`config.mk`:
```
export PLATFORM = sky130hd
export DESIGN_NAME = touch_tap_detector_core
export DESIGN_NICKNAME = d
export VERILOG_FILES = /design/src/ttd_pkg.sv /design/src/ttd_div_lane.sv /design/src/ttd_datapath.sv /design/src/ttd_ctrl.sv /design/src/touch_tap_detector_core.sv
export SDC_FILE = /design/constraint.sdc
export NUM_CORES = 1
export LEC_CHECK = 0
export BUFFER_PORTS_ARGS = -buffer_cell sky130_fd_sc_hd__buf_2
export CAP_MARGIN = 25
export CORE_AREA = 2 2 226 228
export DETAILED_ROUTE_END_ITERATION = 12
export DIE_AREA = 0 0 228 230
export GPL_TIMING_DRIVEN = 1
export PLACE_DENSITY_LB_ADDON = 0.15
export SLEW_MARGIN = 15
export SYNTH_ARGS = -nofsm -noshare
export SYNTH_HDL_FRONTEND = slang
export SYNTH_SLANG_ARGS = --single-unit
```
`constraint.sdc`:
```
create_clock -name clock -period 7.11 [get_ports clock]
set_clock_uncertainty 0.1 [all_clocks]
set_input_delay 1.422 -clock clock [delete_from_list [all_inputs] [get_ports clock]]
set_output_delay 1.422 -clock clock [all_outputs]
set_load 0.02 [all_outputs]
```
`src/ttd_pkg.sv`:
```
`timescale 1ns / 1ps
// ----------------------------------------------------------------------------
// ttd_pkg
// Shared types and constants for the touch tap detector: arithmetic widths,
// screen limits, tap timing limits, register indexes and the control
// interface between the controller and the datapath.
// ----------------------------------------------------------------------------
package ttd_pkg;

   // Field widths.
   localparam int TimeW  = 32;
   localparam int CountW = 8;
   localparam int ByteW  = 8;
   localparam int RawW   = 12;
   localparam int ColW   = 8;
   localparam int RowW   = 9;
   localparam int CsrIdxW = 3;

   // Arithmetic widths: difference and span (13-bit signed), product
   // (22-bit signed), quotient magnitude (21 bits), signed result (24 bits).
   localparam int SpanW = RawW + 1;
   localparam int ProdW = 22;
   localparam int QuotW = 21;
   localparam int ResW  = 24;
   localparam int CntW  = $clog2(QuotW);

   // Screen geometry.
   localparam logic signed [ProdW-1:0] ColsProd = ProdW'(240);
   localparam logic signed [ProdW-1:0] RowsProd = ProdW'(320);
   localparam logic signed [ResW-1:0]  ColMax   = ResW'(239);
   localparam logic signed [ResW-1:0]  RowMax   = ResW'(319);

   // Tap timing in milliseconds.
   localparam logic [TimeW-1:0] TapMinMs = TimeW'(30);
   localparam logic [TimeW-1:0] TapMaxMs = TimeW'(1000);
   localparam logic [TimeW-1:0] TapGapMs = TimeW'(100);

   // Touch count codes that mean touched.
   localparam logic [CountW-1:0] CountOne = CountW'(1);
   localparam logic [CountW-1:0] CountTwo = CountW'(2);

   // Raw high byte carries coordinate bits 11..8 in its low nibble.
   localparam int HighNibbleW = 4;

   // Register indexes.
   localparam logic [CsrIdxW-1:0] CsrXSpanLow  = 3'd0;
   localparam logic [CsrIdxW-1:0] CsrXSpanHigh = 3'd1;
   localparam logic [CsrIdxW-1:0] CsrYSpanLow  = 3'd2;
   localparam logic [CsrIdxW-1:0] CsrYSpanHigh = 3'd3;
   localparam logic [CsrIdxW-1:0] CsrSwapAxes  = 3'd4;
   localparam logic [CsrIdxW-1:0] CsrMirrorX   = 3'd5;
   localparam logic [CsrIdxW-1:0] CsrMirrorY   = 3'd6;

   // Register reset values.
   localparam logic [RawW-1:0] XSpanHighReset = RawW'(240);
   localparam logic [RawW-1:0] YSpanHighReset = RawW'(320);

   // Controller states.
   typedef enum logic [5:0] {
      StIdle   = 6'b000001,
      StPrep   = 6'b000010,
      StLoad   = 6'b000100,
      StDivide = 6'b001000,
      StFix    = 6'b010000,
      StFinish = 6'b100000
   } state_type;

   // Commands from the controller to the datapath.
   typedef struct packed {
      logic capture;
      logic prep;
      logic load;
      logic step;
      logic fix;
      logic finish;
   } cmd_type;

   // Status from the datapath to the controller.
   typedef struct packed {
      logic rising;
      logic out_free;
   } status_type;

endpackage

```
`src/ttd_div_lane.sv`:
```
`timescale 1ns / 1ps
// ----------------------------------------------------------------------------
// ttd_div_lane
// One shift-subtract divider lane: signed product over signed span,
// truncated toward zero, one quotient bit per step. A zero span reads as 0.
// ----------------------------------------------------------------------------
module ttd_div_lane
   import ttd_pkg::*;
(
   input  logic                    clock,
   input  logic                    load,
   input  logic                    step,
   input  logic signed [ProdW-1:0] prod,
   input  logic signed [SpanW-1:0] span,
   output logic signed [ResW-1:0]  result
);

   logic [QuotW-1:0] quot_ff, quot_in;
   logic [RawW-1:0]  rem_ff, rem_in;
   logic [RawW-1:0]  den_ff, den_in;
   logic             neg_ff, neg_in;
   logic             zero_ff, zero_in;

   logic [ProdW-1:0] prod_abs;
   logic [SpanW-1:0] span_abs;
   logic [RawW:0]    rem_shift;
   logic [RawW:0]    rem_diff;

   // Magnitudes of the operands at load time.
   assign prod_abs = prod[ProdW-1] ? ProdW'(-prod) : ProdW'(prod);
   assign span_abs = span[SpanW-1] ? SpanW'(-span) : SpanW'(span);

   // Restoring step: shift in the next dividend bit and subtract if it fits.
   assign rem_shift = {rem_ff, quot_ff[QuotW-1]};
   assign rem_diff  = rem_shift - {1'b0, den_ff};

   always_comb begin
      quot_in = quot_ff;
      rem_in  = rem_ff;
      den_in  = den_ff;
      neg_in  = neg_ff;
      zero_in = zero_ff;
      if (load) begin
         quot_in = prod_abs[QuotW-1:0];
         rem_in  = '0;
         den_in  = span_abs[RawW-1:0];
         neg_in  = prod[ProdW-1] ^ span[SpanW-1];
         zero_in = (span == '0);
      end else if (step) begin
         if (!rem_diff[RawW]) begin
            rem_in  = rem_diff[RawW-1:0];
            quot_in = {quot_ff[QuotW-2:0], 1'b1};
         end else begin
            rem_in  = rem_shift[RawW-1:0];
            quot_in = {quot_ff[QuotW-2:0], 1'b0};
         end
      end
   end

   always_ff @(posedge clock) begin
      quot_ff <= quot_in;
      rem_ff  <= rem_in;
      den_ff  <= den_in;
      neg_ff  <= neg_in;
      zero_ff <= zero_in;
   end

   // Apply the sign of the quotient; a zero span gives zero.
   always_comb begin
      if (zero_ff) begin
         result = '0;
      end else if (neg_ff) begin
         result = -$signed({{(ResW-QuotW){1'b0}}, quot_ff});
      end else begin
         result = $signed({{(ResW-QuotW){1'b0}}, quot_ff});
      end
   end

endmodule

```
`src/ttd_datapath.sv`:
```
`timescale 1ns / 1ps
// ----------------------------------------------------------------------------
// ttd_datapath
// Configuration registers, sample capture, scaling by two divider lanes,
// mirror and clamp, press and tap timing state, and the result register.
// ----------------------------------------------------------------------------
module ttd_datapath
   import ttd_pkg::*;
(
   input  logic               clock,
   input  logic               reset,
   input  cmd_type            cmd,
   output status_type         status,
   input  logic               csr_we,
   input  logic [CsrIdxW-1:0] csr_index,
   input  logic [RawW-1:0]    csr_wdata,
   input  logic [TimeW-1:0]   req_now_ms,
   input  logic [CountW-1:0]  req_touch_count,
   input  logic [ByteW-1:0]   req_x_high_byte,
   input  logic [ByteW-1:0]   req_x_low_byte,
   input  logic [ByteW-1:0]   req_y_high_byte,
   input  logic [ByteW-1:0]   req_y_low_byte,
   output logic               rsp_valid,
   input  logic               rsp_stall,
   output logic               rsp_tap_seen,
   output logic [ColW-1:0]    rsp_tap_x,
   output logic [RowW-1:0]    rsp_tap_y
);

   // Configuration registers.
   logic [RawW-1:0] x_lo_ff, x_hi_ff, y_lo_ff, y_hi_ff;
   logic            swap_ff, mirror_x_ff, mirror_y_ff;

   always_ff @(posedge clock) begin
      if (reset) begin
         x_lo_ff     <= '0;
         x_hi_ff     <= XSpanHighReset;
         y_lo_ff     <= '0;
         y_hi_ff     <= YSpanHighReset;
         swap_ff     <= 1'b0;
         mirror_x_ff <= 1'b0;
         mirror_y_ff <= 1'b1;
      end else if (csr_we) begin
         case (csr_index)
            CsrXSpanLow:  x_lo_ff     <= csr_wdata;
            CsrXSpanHigh: x_hi_ff     <= csr_wdata;
            CsrYSpanLow:  y_lo_ff     <= csr_wdata;
            CsrYSpanHigh: y_hi_ff     <= csr_wdata;
            CsrSwapAxes:  swap_ff     <= csr_wdata[0];
            CsrMirrorX:   mirror_x_ff <= csr_wdata[0];
            CsrMirrorY:   mirror_y_ff <= csr_wdata[0];
            default: begin
            end
         endcase
      end
   end

   // Sample capture; raw points are unpacked and swapped here.
   logic [TimeW-1:0] now_ff;
   logic             touched_ff;
   logic [RawW-1:0]  ax_ff, ay_ff;
   logic [RawW-1:0]  raw_x, raw_y;

   assign raw_x = {req_x_high_byte[HighNibbleW-1:0], req_x_low_byte};
   assign raw_y = {req_y_high_byte[HighNibbleW-1:0], req_y_low_byte};

   always_ff @(posedge clock) begin
      if (cmd.capture) begin
         now_ff     <= req_now_ms;
         touched_ff <= (req_touch_count == CountOne) || (req_touch_count == CountTwo);
         ax_ff      <= swap_ff ? raw_y : raw_x;
         ay_ff      <= swap_ff ? raw_x : raw_y;
      end
   end

   // Press tracking state.
   logic             was_touched_ff;
   logic [TimeW-1:0] press_start_ff;
   logic [TimeW-1:0] last_tap_ff;
   logic [ColW-1:0]  held_x_ff, held_x_in;
   logic [RowW-1:0]  held_y_ff, held_y_in;

   assign status.rising = touched_ff && !was_touched_ff;

   // Offset and span per axis, then the scaled product.
   logic signed [SpanW-1:0] diff_x, diff_y, span_x, span_y;
   logic signed [SpanW-1:0] span_x_ff, span_y_ff;
   logic signed [ProdW-1:0] prod_x_ff, prod_y_ff;

   assign diff_x = $signed({1'b0, ax_ff} - {1'b0, x_lo_ff});
   assign diff_y = $signed({1'b0, ay_ff} - {1'b0, y_lo_ff});
   assign span_x = $signed({1'b0, x_hi_ff} - {1'b0, x_lo_ff});
   assign span_y = $signed({1'b0, y_hi_ff} - {1'b0, y_lo_ff});

   always_ff @(posedge clock) begin
      if (cmd.prep) begin
         prod_x_ff <= ProdW'(diff_x) * ColsProd;
         prod_y_ff <= ProdW'(diff_y) * RowsProd;
         span_x_ff <= span_x;
         span_y_ff <= span_y;
      end
   end

   // Two divider lanes run side by side.
   logic signed [ResW-1:0] quot_x, quot_y;

   ttd_div_lane u_div_x (
      .clock  (clock),
      .load   (cmd.load),
      .step   (cmd.step),
      .prod   (prod_x_ff),
      .span   (span_x_ff),
      .result (quot_x)
   );

   ttd_div_lane u_div_y (
      .clock  (clock),
      .load   (cmd.load),
      .step   (cmd.step),
      .prod   (prod_y_ff),
      .span   (span_y_ff),
      .result (quot_y)
   );

   // Mirror and clamp each axis onto the screen.
   logic signed [ResW-1:0] mir_x, mir_y;

   always_comb begin
      mir_x = mirror_x_ff ? ColMax - quot_x : quot_x;
      mir_y = mirror_y_ff ? RowMax - quot_y : quot_y;
      if (mir_x < 0) begin
         held_x_in = '0;
      end else if (mir_x > ColMax) begin
         held_x_in = ColMax[ColW-1:0];
      end else begin
         held_x_in = mir_x[ColW-1:0];
      end
      if (mir_y < 0) begin
         held_y_in = '0;
      end else if (mir_y > RowMax) begin
         held_y_in = RowMax[RowW-1:0];
      end else begin
         held_y_in = mir_y[RowW-1:0];
      end
   end

   // Tap qualification on a release: press length and spacing since last tap.
   logic [TimeW-1:0] press_len, tap_gap;
   logic             tap_ok;

   assign press_len = now_ff - press_start_ff;
   assign tap_gap   = now_ff - last_tap_ff;
   assign tap_ok    = !touched_ff && was_touched_ff &&
                      (press_len >= TapMinMs) && (press_len <= TapMaxMs) &&
                      (tap_gap >= TapGapMs);

   always_ff @(posedge clock) begin
      if (reset) begin
         was_touched_ff <= 1'b0;
         press_start_ff <= '0;
         last_tap_ff    <= '0;
         held_x_ff      <= '0;
         held_y_ff      <= '0;
      end else begin
         if (cmd.fix) begin
            held_x_ff <= held_x_in;
            held_y_ff <= held_y_in;
         end
         if (cmd.finish) begin
            was_touched_ff <= touched_ff;
            if (status.rising) begin
               press_start_ff <= now_ff;
            end
            if (tap_ok) begin
               last_tap_ff <= now_ff;
            end
         end
      end
   end

   // Result register; a new item loads it once the last one is taken.
   logic            rsp_valid_ff;
   logic            seen_ff;
   logic [ColW-1:0] out_x_ff;
   logic [RowW-1:0] out_y_ff;

   assign status.out_free = !rsp_valid_ff || !rsp_stall;

   always_ff @(posedge clock) begin
      if (reset) begin
         rsp_valid_ff <= 1'b0;
      end else if (cmd.finish) begin
         rsp_valid_ff <= 1'b1;
      end else if (!rsp_stall) begin
         rsp_valid_ff <= 1'b0;
      end
   end

   always_ff @(posedge clock) begin
      if (cmd.finish) begin
         seen_ff  <= tap_ok;
         out_x_ff <= tap_ok ? held_x_ff : '0;
         out_y_ff <= tap_ok ? held_y_ff : '0;
      end
   end

   assign rsp_valid    = rsp_valid_ff;
   assign rsp_tap_seen = seen_ff;
   assign rsp_tap_x    = out_x_ff;
   assign rsp_tap_y    = out_y_ff;

endmodule

```
`src/ttd_ctrl.sv`:
```
`timescale 1ns / 1ps
// ----------------------------------------------------------------------------
// ttd_ctrl
// Controller: accepts one item at a time, sequences the scaling steps on a
// touch-down and hands the result to the output register when it is free.
// ----------------------------------------------------------------------------
module ttd_ctrl
   import ttd_pkg::*;
(
   input  logic       clock,
   input  logic       reset,
   input  logic       req_valid,
   output logic       req_stall,
   input  status_type status,
   output cmd_type    cmd
);

   state_type       state_ff, state_in;
   logic [CntW-1:0] count_ff, count_in;

   assign req_stall = (state_ff != StIdle);

   // Next state and commands.
   always_comb begin
      state_in = state_ff;
      count_in = count_ff;
      cmd      = '0;
      case (state_ff)
         StIdle: begin
            if (req_valid) begin
               cmd.capture = 1'b1;
               state_in    = StPrep;
            end
         end
         StPrep: begin
            cmd.prep = 1'b1;
            state_in = status.rising ? StLoad : StFinish;
         end
         StLoad: begin
            cmd.load = 1'b1;
            count_in = CntW'(QuotW - 1);
            state_in = StDivide;
         end
         StDivide: begin
            cmd.step = 1'b1;
            if (count_ff == '0) begin
               state_in = StFix;
            end else begin
               count_in = count_ff - 1'b1;
            end
         end
         StFix: begin
            cmd.fix  = 1'b1;
            state_in = StFinish;
         end
         StFinish: begin
            if (status.out_free) begin
               cmd.finish = 1'b1;
               state_in   = StIdle;
            end
         end
         default: begin
            state_in = StIdle;
         end
      endcase
   end

   always_ff @(posedge clock) begin
      if (reset) begin
         state_ff <= StIdle;
         count_ff <= '0;
      end else begin
         state_ff <= state_in;
         count_ff <= count_in;
      end
   end

endmodule

```
`src/touch_tap_detector_core.sv`:
```
`timescale 1ns / 1ps
// ----------------------------------------------------------------------------
// touch_tap_detector_core
// Tap detector for touch poll samples with linear point calibration.
//
//   Channel  Direction  Handshake          Payload
//   req      in         req_valid/stall    now_ms, touch_count, four raw bytes
//   rsp      out        rsp_valid/stall    tap_seen, tap_x, tap_y
//   csr      in         csr_we             csr_index, csr_wdata
//
// A touch-down sample runs prep, load, the 21-step shift-subtract dividers
// (both axes run in parallel), fix and finish; any other sample goes from
// prep to finish. The controller is idle again once the result is loaded,
// so the next item is accepted even while that result waits at the output.
// Reset is synchronous and restores the register defaults and clears the
// press state. A stalled output holds the block in its last step.
// ----------------------------------------------------------------------------
module touch_tap_detector_core
   import ttd_pkg::*;
(
   input  logic               clock,
   input  logic               reset,
   input  logic               csr_we,
   input  logic [CsrIdxW-1:0] csr_index,
   input  logic [RawW-1:0]    csr_wdata,
   input  logic               req_valid,
   output logic               req_stall,
   input  logic [TimeW-1:0]   req_now_ms,
   input  logic [CountW-1:0]  req_touch_count,
   input  logic [ByteW-1:0]   req_x_high_byte,
   input  logic [ByteW-1:0]   req_x_low_byte,
   input  logic [ByteW-1:0]   req_y_high_byte,
   input  logic [ByteW-1:0]   req_y_low_byte,
   output logic               rsp_valid,
   input  logic               rsp_stall,
   output logic               rsp_tap_seen,
   output logic [ColW-1:0]    rsp_tap_x,
   output logic [RowW-1:0]    rsp_tap_y
);

   cmd_type    cmd;
   status_type status;

   ttd_ctrl u_ctrl (
      .clock     (clock),
      .reset     (reset),
      .req_valid (req_valid),
      .req_stall (req_stall),
      .status    (status),
      .cmd       (cmd)
   );

   ttd_datapath u_datapath (
      .clock           (clock),
      .reset           (reset),
      .cmd             (cmd),
      .status          (status),
      .csr_we          (csr_we),
      .csr_index       (csr_index),
      .csr_wdata       (csr_wdata),
      .req_now_ms      (req_now_ms),
      .req_touch_count (req_touch_count),
      .req_x_high_byte (req_x_high_byte),
      .req_x_low_byte  (req_x_low_byte),
      .req_y_high_byte (req_y_high_byte),
      .req_y_low_byte  (req_y_low_byte),
      .rsp_valid       (rsp_valid),
      .rsp_stall       (rsp_stall),
      .rsp_tap_seen    (rsp_tap_seen),
      .rsp_tap_x       (rsp_tap_x),
      .rsp_tap_y       (rsp_tap_y)
   );

endmodule
```
### After elaboration in Yosys (flattened, before gate mapping)

Index checks and enable logic that the tools add are counted.

| storage, ports and cells | value |
|---|---|
| register bits | 374 |
| input bits | 92 |
| word-level logic and storage cells | 153 |

| operators by class | value |
|---|---|
| add/subtract/negate cells | 17 |
| multiply operators | 2 |
| order comparisons | 7 |
| equality and inequality tests | 20 |
| mux-type cells | 41 |
| bitwise gates (word level) | 2 |
| reduce and logical (&&, ||, !) cells | 28 |

Operators with widths:

| operator | count |
|---|---|
| $mux W24 | 6 |
| $mux W21 | 6 |
| $mux W12 | 6 |
| $sub A32 B32 Y32 | 2 |
| $sub A12 B12 Y13 | 4 |
| $lt A24 B1 Y1 const B | 2 |
| $neg A21 Y24 | 2 |
| $neg A21 Y21 | 2 |
| $pmux W6 S6 | 1 |
| $ge A32 B5 Y1 const B | 1 |
| $ge A32 B7 Y1 const B | 1 |
| $le A32 B10 Y1 const B | 1 |
| $logic_not A13 Y1 | 2 |
| $sub A13 B12 Y13 | 2 |
| $gt A24 B10 Y1 const B | 1 |
| $gt A24 B9 Y1 const B | 1 |
| $mux W6 | 4 |
| $neg A12 Y12 | 2 |
| $sub A10 B24 Y24 const A | 1 |
| $sub A9 B24 Y24 const A | 1 |
| $reduce_and A2 Y1 | 10 |
| $mul A13 B5 Y18 const B | 1 |
| $mux W9 | 2 |
| $mul A13 B4 Y16 const B | 1 |
| 27 further kinds | 55 |

### Longest topological paths before layout

| logic depth | value |
|---|---|
| word-level depth | 8 |
| mapped depth | 24 |
| gate-level depth less buffers | 24 |

### Hierarchy

Synthesis repeated with hierarchy kept, for this count alone.

| second synthesis, totals | value |
|---|---|
| cell total of the unflattened synthesis | 3108 |
| area, all modules | 26874.5 µm² |

Modules (own cells, without submodules):

| module | times used | cells an instance | area an instance (µm²) |
|---|---|---|---|
| ttd_datapath | 1 | 2144 | 18749.2 |
| ttd_div_lane | 2 | 446 | 3761.1 |
| ttd_ctrl | 1 | 72 | 603.1 |

### Least setup slack after synthesis

OpenSTA, ideal clock, no wires.

| timing | value |
|---|---|
| path kind | reg-to-reg |
| from | reg u_ctrl.state_ff[5] |
| to | reg u_ctrl.state_ff[0] |
| arrival | 5.777 ns |
| required time | 6.896 ns |
| path slack | 1.120 ns |
| cell stages (with the launch flop) | 7 |
| cells stage by stage | dfxtp_1 nor2_1 nand2_1 nor3b_1 inv_1 a41o_1 a21o_1 |

| between the ends | value |
|---|---|
| word-level cells in the longest chain between the ends | 3 |
| elaborated cells on any way between the ends | 11 |

RTL lines:

| element | line | source |
|---|---|---|
| start, declared | ttd_ctrl.sv:18 | `state_type state_ff, state_in;` |
| start signal, assigned | ttd_ctrl.sv:70 | `state_ff <= StIdle;` |
| start signal, assigned | ttd_ctrl.sv:73 | `state_ff <= state_in;` |
| $eq A6 B4 Y1, or another cell as far along | ttd_ctrl.sv:28 | `case (state_ff)` |
| $ne A2 B1 Y1 (no line) / $ne A2 B2 Y1 (equally long branches) | -- |  |
| $reduce_and A3 Y1 (no line) | -- |  |

Parallel ways exist; a longest one is shown, timed or not.
A chain may end at the register's enable or synchronous reset.

### Worst setup path in the final report

| timing | value |
|---|---|
| from | reg u_datapath.ax_ff[0] |
| to | reg u_datapath.prod_x_ff[20] (data pin) |

| between the ends | value |
|---|---|
| word-level cells in the longest chain between the ends | 2 |

RTL lines:

| element | line | source |
|---|---|---|
| start, declared | ttd_datapath.sv:61 | `logic [RawW-1:0] ax_ff, ay_ff;` |
| start signal, assigned | ttd_datapath.sv:71 | `ax_ff <= swap_ff ? raw_y : raw_x;` |
| $sub A12 B12 Y13 | ttd_datapath.sv:90 | `assign diff_x = $signed({1'b0, ax_ff} - {1'b0, x_lo_ff});` |
| $mul A13 B5 Y18 | ttd_datapath.sv:97 | `prod_x_ff <= ProdW'(diff_x) * ColsProd;` |
| end signal, assigned | ttd_datapath.sv:97 |  |
| end, declared | ttd_datapath.sv:88 | `logic signed [ProdW-1:0] prod_x_ff, prod_y_ff;` |

No other way between the ends.

==> qor.csv <==
metric,value,unit
fmax,0.1625,GHz
timing.rr.start,u_datapath.ax_ff[0],
syn2layout_area_growth,8.948,%
ys_top_cells_by_area,"edfxtp_1 (23%), dfxtp_1 (12%), ha_1 (9.1%), nand2_1 (4.8%), xnor2_1 (3.7%)",
dieArea,52440,um^2
async_reset_ff_share,0,%
clockRootBuffer,clkbuf_16,
dp_hpwl,51000,um
synth-seq-cells,374,
final.fill_count,4400,
critPathRequiredTime,7340,ps
die_h,230,um
overflow,0,
rsz0062_at_grt,false,
dr.pass1.iters,5,
ant_nets,0,
drc,0,
core_area,49860,um^2
postSynthCellCount,3060,
status,"finished, final reports clean",
setup_slack,954.8,ps
die-width,228,um
cts_tree,done,
whs,353.9,ps
syn_nets,3379,
antenna_found_initial,0,
synth_top_area_share,22.64,%
worstHoldEndpoint,u_datapath.press_start_ff[4],
arrival,6380,ps
r2r_setup_slack,950,ps
clk_latency,580,ps
synth_cell_types,110,
placementRows,82,
wl_per_cell,17.52,um
place_ws,943.8,ps
start_util,54.54,%
critical_path_peak_fanout,6,
yosysTopAreaCell,edfxtp_1,
numCtsBuffers,43,
ys_warn_count,0,
vias,22520,
cp-end-kind,register,
finalNetCount,3424,
clock_path_buffers,3,
cts_resized,0,
synth_ff_type,edfxtp_1,
grt_max_degree,96,
worst_pin_slew,1006,ps
clk_pin_slew_worst_paths,60,ps
syn-mean-instance-area,8.888,um^2
startpoint_type,register,
p_total,6.924,mW
cts_max_level,2,
max_slew_margin,32.83,%
r2r_end,u_datapath.prod_x_ff[20],
min-delay-start,u_datapath.press_start_ff[4],
final-hold-violation-count,0,
finalCritPeriodShare,86.57,%
wl,66770,um
place_congestion,0.9394,
rr_worst_depth,22,
pin_count,112,
cts_hold_buf,0,
synthesis.area,27200,um^2
maxCapViolations,0,
peakVddDrop,478.9,uV
power_density,233.7,nW/um^2
grt_util_all_layers,25.09,%
hold_path_class,register to register,
via_per_inst,5.908,
power_leakage,11.17,nW
post_cts_buffers,0,
finalSetupViolCount,0,
setup_tns,0,ps
crit_type,register to register,
grt_pass1_wl,109300,um
grt_pass1_vias,21700,
whs_path_depth,2,
multi_input_area,16220,um^2
synth-edff-count,205,
seq_area,9539,um^2
report.final.slew_viol_count,0,
portBuffers,103,
drt_iter0_markers,1498,
antennaDiodeCount,0,
drive_gt1_share,9.204,%
min_period,6155,ps
clkSinkCount,374,
ys_seq_area_share,35.08,%
-- flip-flops by register name, summed over array words and instances (netlist names), 13 cells and up --
signal                      flops
u_datapath.now_ff              32
u_datapath.press_start_ff      32
u_datapath.span_x_ff           13
u_datapath.last_tap_ff         32
u_datapath.u_div_y.quot_ff     21
u_datapath.prod_y_ff           16
u_datapath.span_y_ff           13
u_datapath.u_div_x.quot_ff     21
u_datapath.prod_x_ff           18
-- cells in the mapped netlist, types with 29 or more instances --
cell	n
a21oi_1	179
and2_1	38
clkbuf_1	101
dfxtp_1	169
edfxtp_1	205
fa_1	30
ha_1	197
inv_1	250
mux2_2	35
mux2i_1	76
nand2_1	348
nand2b_1	99
nand3_1	62
nand4_1	33
nor2_1	180
nor2b_1	46
nor3_1	64
o21ai_0	162
or3_1	29
xnor2_1	114
xor2_1	81
-- worst max-delay path, stage by stage, from the launching register on --
cell and delay [ps]:
edfxtp_1 370, inv_1 80, ha_1 170, inv_1 60, fa_1 390, a21o_1 170, a21oi_1 210, nor2b_1 80
o21a_1 190, o41ai_1 440, o211a_1 270, xor2_1 520, inv_1 150, ha_1 330, inv_1 60, fa_1 510
inv_1 50, fa_1 450, ha_1 250, o41ai_1 550, o21bai_1 110, a21oi_1 180, xnor3_1 220
-- worst max-delay path by stage --
| stage | startpoint | to | slack, ps | cells after the start |
|---|---|---|---|---|
| after floorplan | u_ctrl.state_ff[5] | u_ctrl.state_ff[0] | 1120 | 6 |
| after global placement | u_datapath.ax_ff[0] | u_datapath.prod_x_ff[20] | 1110 | 22 |
| after detailed placement | u_datapath.ax_ff[0] | u_datapath.prod_x_ff[20] | 940 | 22 |
| after CTS | u_datapath.ax_ff[0] | u_datapath.prod_x_ff[20] | 920 | 22 |
| after global routing | u_datapath.ax_ff[0] | u_datapath.prod_x_ff[21] | 450 | 23 |
| final | u_datapath.ax_ff[0] | u_datapath.prod_x_ff[20] | 950 | 22 |
-- power by group --
group          switching (mW)  total (mW)  internal (mW)
Combinational            1.21        2.17          0.962
Clock                   0.905        2.21           1.31
Sequential             0.0760        2.54           2.47
Total                    2.19        6.92           4.74
-- layout make-up --
type	count	share of cell area, %
Multi-Input combinational cell	2311	54.75
Inverter	251	3.180
Timing Repair Buffer	124	2.306
Clock inverter	24	0.7981
Sequential cell	374	32.19
Clock buffer	56	3.936
Tap cell	672	2.838
-- layout by cell type, fill, tap and decap left out, types with 38 or more instances in the layout --
| cell | n |
|---|---|
| clkbuf_16 | 44 |
| nand2b_1 | 99 |
| xnor2_1 | 114 |
| nor3_1 | 64 |
| edfxtp_1 | 205 |
| dfxtp_1 | 169 |
| o21ai_0 | 162 |
| xor2_1 | 81 |
| nand2_1 | 348 |
| nor2b_1 | 46 |
| a21oi_1 | 178 |
| mux2i_1 | 76 |
| nor2_1 | 179 |
| inv_1 | 250 |
| ha_1 | 197 |
| buf_2 | 102 |
| nand3_1 | 62 |
| and2_1 | 38 |
-- cells by family after synthesis --
family | after synthesis | share of synthesized area [%]
compound gates | 705 | 17.48
mux | 112 | 4.288
flops | 374 | 35.08
xor+xnor | 197 | 6.423
simple gates | 1070 | 20.11
fa+ha+maj | 227 | 11.27
buf+inv | 375 | 5.355
-- routing by layer --
metal / wire length, um / vias to the layer above / global-route usage [%] / share of wire [%]
met4: 1309 / 0 / 6.250 / 2.0
met2: 31830 / 603 / 42.55 / 48
li1: - / 11080 / - / -
met3: 3573 / 96 / 3.683 / 5.4
met5: 0 / - / 0 / 0
met1: 30060 / 10750 / 33.74 / 45
-- per-stage QoR --
step	std cells	cell area [um^2]	util [%]
3_5_place_dp	3732	28230	56.61
5_1_grt	3812	29630	59.42
2_1_floorplan	3060	27200	-
6_report	3812	29630	59.42
3_3_place_gp	3730	28200	56.56
4_1_cts	3812	29630	59.42
Power figures use the tool's default switching activity.
